--- src/rtl/core/sfog_pkg.sv ---
// ----------------------------------------------------------------------------
// sfog_pkg
// Shared types and constants for the stereo fade-out gain block: sequencer
// states, control and status bundles, register indexes and datapath widths.
// ----------------------------------------------------------------------------
package sfog_pkg;

  localparam int unsigned POS_W    = 32;
  localparam int unsigned SAMPLE_W = 32;
  localparam int unsigned OUT_W    = 16;
  localparam int unsigned VOL_W    = 20;
  localparam int unsigned QUOT_W   = 16;
  localparam int unsigned CNT_W    = 4;
  localparam int unsigned DIV_STEPS = 16;
  localparam int unsigned CFG_IDX_W = 2;
  localparam int unsigned CFG_DATA_W = 32;

  localparam logic [CFG_IDX_W-1:0] REG_MASTER_VOLUME = 2'd0;
  localparam logic [CFG_IDX_W-1:0] REG_FADE_START    = 2'd1;
  localparam logic [CFG_IDX_W-1:0] REG_FADE_LENGTH   = 2'd2;

  localparam logic [VOL_W-1:0] MASTER_RESET      = 20'h10000;
  localparam logic [POS_W-1:0] FADE_START_RESET  = 32'd0;
  localparam logic [POS_W-1:0] FADE_LENGTH_RESET = 32'd176400;
  localparam logic [QUOT_W:0]  UNITY_GAIN        = 17'h10000;

  typedef enum logic [8:0] {
    ST_IDLE   = 9'b000000001,
    ST_CHECK  = 9'b000000010,
    ST_DIV    = 9'b000000100,
    ST_MUL_FF = 9'b000001000,
    ST_MUL_G  = 9'b000010000,
    ST_LD_G   = 9'b000100000,
    ST_MUL_L  = 9'b001000000,
    ST_MUL_R  = 9'b010000000,
    ST_FIN    = 9'b100000000
  } state_t;

  typedef struct packed {
    logic accept;
    logic check;
    logic div;
    logic mul_ff;
    logic mul_g;
    logic ld_g;
    logic mul_l;
    logic mul_r;
    logic fin;
  } ctl_t;

  typedef struct packed {
    logic end_hit;
    logic need_div;
    logic out_busy;
    logic ended;
  } stat_t;

endpackage

--- src/rtl/core/sfog_seq.sv ---
// ----------------------------------------------------------------------------
// sfog_seq
// Sequencer: walks one request through range check, then inside the fade
// sixteen restoring divide steps and four multiplier passes (else two or none).
// ----------------------------------------------------------------------------
module sfog_seq (
  input  logic           clk,
  input  logic           rst_n,
  input  logic           in_valid,
  input  sfog_pkg::stat_t stat,
  output sfog_pkg::ctl_t  ctl,
  output logic           idle
);
  import sfog_pkg::*;

  state_t           state_r, state_nxt;
  logic [CNT_W-1:0] cnt_r, cnt_nxt;

  always_comb begin
    state_nxt = state_r;
    cnt_nxt   = cnt_r;
    unique case (state_r)
      ST_IDLE: begin
        if (in_valid) state_nxt = ST_CHECK;
      end
      ST_CHECK: begin
        cnt_nxt = '0;
        if (stat.end_hit) state_nxt = ST_FIN;
        else if (stat.need_div) state_nxt = ST_DIV;
        else state_nxt = ST_MUL_L;
      end
      ST_DIV: begin
        cnt_nxt = cnt_r + 1'b1;
        if (cnt_r == CNT_W'(DIV_STEPS - 1)) state_nxt = ST_MUL_FF;
      end
      ST_MUL_FF: state_nxt = ST_MUL_G;
      ST_MUL_G:  state_nxt = ST_LD_G;
      ST_LD_G:   state_nxt = ST_MUL_L;
      ST_MUL_L:  state_nxt = ST_MUL_R;
      ST_MUL_R:  state_nxt = ST_FIN;
      ST_FIN: begin
        if (!stat.out_busy) state_nxt = ST_IDLE;
      end
      default:   state_nxt = ST_IDLE;
    endcase
  end

  always_ff @(posedge clk) begin
    if (!rst_n) begin
      state_r <= ST_IDLE;
      cnt_r   <= '0;
    end else begin
      state_r <= state_nxt;
      cnt_r   <= cnt_nxt;
    end
  end

  assign idle       = (state_r == ST_IDLE);
  assign ctl.accept = idle && in_valid;
  assign ctl.check  = (state_r == ST_CHECK);
  assign ctl.div    = (state_r == ST_DIV);
  assign ctl.mul_ff = (state_r == ST_MUL_FF);
  assign ctl.mul_g  = (state_r == ST_MUL_G);
  assign ctl.ld_g   = (state_r == ST_LD_G);
  assign ctl.mul_l  = (state_r == ST_MUL_L);
  assign ctl.mul_r  = (state_r == ST_MUL_R);
  assign ctl.fin    = (state_r == ST_FIN);

endmodule

--- config.mk ---
export PLATFORM = sky130hd
export DESIGN_NAME = sfog_seq
export DESIGN_NICKNAME = d
export VERILOG_FILES = /design/src/rtl/core/sfog_pkg.sv /design/src/rtl/core/sfog_seq.sv
export SDC_FILE = /design/constraint.sdc
export NUM_CORES = 1
export LEC_CHECK = 0
export ABC_AREA = 1
export ABC_CLOCK_PERIOD_IN_PS = 2300
export BUFFER_PORTS_ARGS = -buffer_cell sky130_fd_sc_hd__buf_2
export CAP_MARGIN = 20
export CORE_AREA = 2 2 41 43
export DETAILED_ROUTE_END_ITERATION = 10
export DIE_AREA = 0 0 43 45
export GPL_TIMING_DRIVEN = 0
export PLACE_DENSITY = 0.9
export SETUP_SLACK_MARGIN = 0.15
export SYNTH_ARGS = -nofsm -noshare
export SYNTH_HDL_FRONTEND = slang
export SYNTH_SLANG_ARGS = --single-unit
--- constraint.sdc ---
create_clock -name clk -period 2.3 [get_ports clk]
set_input_delay 0.345 -clock clk [delete_from_list [all_inputs] [get_ports clk]]
set_output_delay 0.345 -clock clk [all_outputs]
set_load 0.01 [all_outputs]
# Yosys cells after proc, flatten, opt, wreduce, memory -nomap -nowiden

Index checks and enable logic that the tools add are counted.

Bits in registers: 13
Bits of input ports: 7
Output and inout bits: 10
Word-level logic and storage cells: 26

Add/subtract/negate cells: 1
Equal/unequal tests: 13
Multiplexer cells: 7
Reduce and logical (&&, ||, !) cells: 3

Operators by type and width:

| operator                                                               | count |
|---|---|
| 9-bit case mux with 9 select lines                                     | 1 |
| 9-bit two-way mux                                                      | 4 |
| 9-bit by 1-bit equality test with 1-bit output (second input constant) | 1 |
| 9-bit by 2-bit equality test with 1-bit output (second input constant) | 1 |
| 9-bit by 3-bit equality test with 1-bit output (second input constant) | 1 |
| 9-bit by 4-bit equality test with 1-bit output (second input constant) | 1 |
| 9-bit by 5-bit equality test with 1-bit output (second input constant) | 1 |
| 9-bit by 6-bit equality test with 1-bit output (second input constant) | 1 |
| 9-bit by 7-bit equality test with 1-bit output (second input constant) | 1 |
| 9-bit by 8-bit equality test with 1-bit output (second input constant) | 1 |
| 9-bit equality test (second input constant)                            | 1 |
| 4-bit case mux with 2 select lines                                     | 1 |
| 7-bit two-way mux                                                      | 1 |
| 4-bit by 1-bit adder with 4-bit output (second input constant)         | 1 |
| 4-bit equality test (second input constant)                            | 1 |
| 2-bit != test (second input constant)                                  | 2 |
| 3-bit AND reduction                                                    | 1 |
| 2-bit by 1-bit != test with 1-bit output (second input constant)       | 1 |
| 2-bit nonzero test                                                     | 1 |
| 1-bit logical AND                                                      | 1 |

# Longest topological paths before layout

Depth after elaboration: 3
Depth in mapped cells: 8
Depth with buffers taken out: 8

# Worst setup path after synthesis

Ideal clock, no wire load.

Kind: reg2out
Start point: register state_r[2]
End point: output ctl[0] (netlist name)
Arrival: 1005 ps
Data required time: 1955 ps
Setup slack: 950 ps
Cell stages (with the launch flop): 4
Buffers on the path: 0
Cells stage by stage: dfxtp_1 > nor2_1 > inv_1 > nor4_1

RTL lines:

| element                | RTL line       | text |
|---|---|---|
| from (decl)            | sfog_seq.sv:16 | `state_t state_r, state_nxt;` |
| from (signal assigned) | sfog_seq.sv:53 | `state_r <= state_nxt;` |
| to (decl)              | sfog_seq.sv:11 | `output sfog_pkg::ctl_t ctl,` |

==> summary.txt <==
status - finished clean
Final Max Tran Viols - 0
fin nets - 149
VDD IR-drop max - 338 µV
Synth Flop Type - dfxtp_1
Min Hold Slack - 0.304 ns
TNS Setup - 0 ns
full die area - 1940 µm²
number of synthesized flops with an enable pin - 0
fraction of layout cells with a size suffix above 1 - 0.221
Mean Syn Cell Area - 6.61 µm²
Seq/Total Area, Yosys - 0.326
post-CTS setup buffers - 0
post-place setup slack - 0.827 ns
reg-to-reg startpoint - state_r[2]$_SDFFE_PN0P_
IO buf count - 15
num ports - 17
routed vias/inst - 5.43
Fin. Hold Viols - 0
Crit. End Element - primary output
final setup violation count - 0
Final Cell Area - 922 µm²
Buf/Inv on CP - 3
Worst Path Arrival - 1.47 ns
Antenna Nets Post-Route - 0
average wire per standard cell - 11.6 µm
initial antenna violation count - 0
Layout area overhead - 15.3%
row cnt - 14
Ys Warns - 0
most common cell after layout, fill and taps aside - inv_1
min-delay worst type - input port to register
Routed WL - 1.82 mm
Setup CP Type - register to primary output
DRT iter0 DRCs - 24
Synth async-reset ratio - 0
WP data required - 1.96 ns
top-area cell type share of the netlist area - 0.326
maxcap violations - 0
CP Launch Type - register
vias in the first global route - 761
largest net degree at the start of global routing - 11
gr ovfl total - 0
cells resized by post-CTS repair - 0
Hold-fix buffers, CTS - 0
ant diodes - 0
Core Region - 1470 µm²
Clock Skew - 0.00804 ns
area leader, netlist - dfxtp_1
global-route usage over all layers - 0.217
Inserted Clock Buffers - 3
Critical Path Fanout Max - 6
die height - 45 µm
Setup crit start - state_r[2]$_SDFFE_PN0P_
GP Congestion - 0.897
max_slew headroom - 0.780
crit share post-route - 0.789
insertion delay to the later sink of the worst-skew pair - 0.28 ns
Synth cell types - 23
first-pass GRT wire length - 3.19 mm
Die Span X - 43 µm
commonest non-fill, non-tap cells in the layout - inv_1 (20), nand2_1 (19), nor2_1 (18), nand3_1 (15), buf_2 (15)
CTS tree - done
clk buf depth - 2
Synth Cell Area - 800 µm²
placed standard-cell area - 895 µm²
initial core utilization - 0.543
clock root cell - clkbuf_4
Max Clk Rate - 551 MHz
H-tree levels - 1
Seq cells post-synth - 13
worst path cell trace - nor2_1 -> inv_1 -> nor2_4 -> nand2_4 -> inv_2 -> buf_2
Residual DRC - 0
slowest stage cell, crit path - dfxtp_1
Synth Net Count - 129
RSZ-0062 raised after global routing - false
Clock transition at path regs - 0.09 ns
detailed-route via count - 847
CP top delay family - simple AND/OR/NAND/NOR gates
post-DP HPWL - 1.42 mm
Worst path max stage delay - 0.34 ns
Mapped Cells - 121
worst hold start - rst_n
Tightest Pin Transition - 0.328 ns
Final WS setup - 0.486 ns
Leak - 0.470 nW
DRT Pass-1 Iters - 4
clock sinks - 13
minimum clock period - 1.81 ns
top post-synthesis cells by area - dfxtp_1 (33%), inv_1 (9.4%), nand3_1 (9.4%)
Cell Pwr Density - 599 nW/µm²
-- layout make-up --
| cell class | instances | area, µm² |
|---|---|---|
| clock buffer | 3 | 22.5 |
| clock inverter | 1 | 5.00 |
| fill | 150 | 549 |
| inverter | 24 | 90.1 |
| multi-input combinational | 84 | 449 |
| sequential | 13 | 260 |
| tap | 16 | 20.0 |
| timing repair buffer | 15 | 75.1 |
-- worst paths after layout --
| kind | endpoint | slack (ns) | depth (start not counted) |
|---|---|---|---|
| worst max-delay path | ctl[7] | 0.49 | 6 |
| worst min-delay path | state_r[8]$_SDFFE_PN0P_ | 0.30 | 3 |
| worst max register to register | state_r[1]$_SDFFE_PN0P_ | 0.87 | 6 |
| worst min register to register | cnt_r[0]$_SDFFE_PN0P_ | 0.50 | 1 |
-- logic make-up after synthesis --
kind of cell / Yosys count / synth area share
simple gates: 72 / 0.469
buf+inv: 24 / 0.113
flops: 13 / 0.326
compound gates: 10 / 0.0657
xor+xnor: 1 / 0.0110
fa+ha+maj: 1 / 0.0156
-- cells in the mapped netlist (3+ instances only) --
| library cell | n |
|---|---|
| inv_1 | 20 |
| nand2_1 | 19 |
| nor2_1 | 18 |
| nand3_1 | 15 |
| dfxtp_1 | 13 |
| a21oi_1 | 7 |
| nor3_1 | 7 |
| inv_2 | 3 |
| nand2_4 | 3 |
| nor2_4 | 3 |
-- flip-flops by register name, summed over array words and instances (netlist names) --
signal	cells
state_r	9
cnt_r	4
-- power breakdown --
| group | internal, mW | switching, mW | total [mW] | leakage, nW |
|---|---|---|---|---|
| sequential | 0.235 | 0.0109 | 0.246 | 0.105 |
| clock | 0.0646 | 0.0818 | 0.146 | 0.0177 |
| combinational | 0.0563 | 0.104 | 0.160 | 0.347 |
| total | 0.356 | 0.196 | 0.552 | 0.470 |
-- per-stage QoR --
stage               total power, mW  cells   util
CTS                           0.552    156  0.627
floorplan                     0.367    121      -
finish                        0.552    156  0.627
detailed placement            0.412    152  0.608
global placement              0.403    152  0.608
global route                  0.586    156  0.627
-- layer usage --
metal / routed length, µm / up-vias / GRT usage / share of wire
met2: 852 / 33 / 0.342 / 0.47
met1: 807 / 383 / 0.283 / 0.44
met3: 127 / 6 / 0.0440 / 0.070
met4: 27 / 0 / 0.115 / 0.015
li1: - / 425 / - / -
met5: 0 / - / 0 / 0
-- worst min-delay path: stages --
cell	delay, ns
buf_2	0.12
nand2_1	0.06
inv_1	0.04
Note: power is estimated with default switching activity, not from simulation.
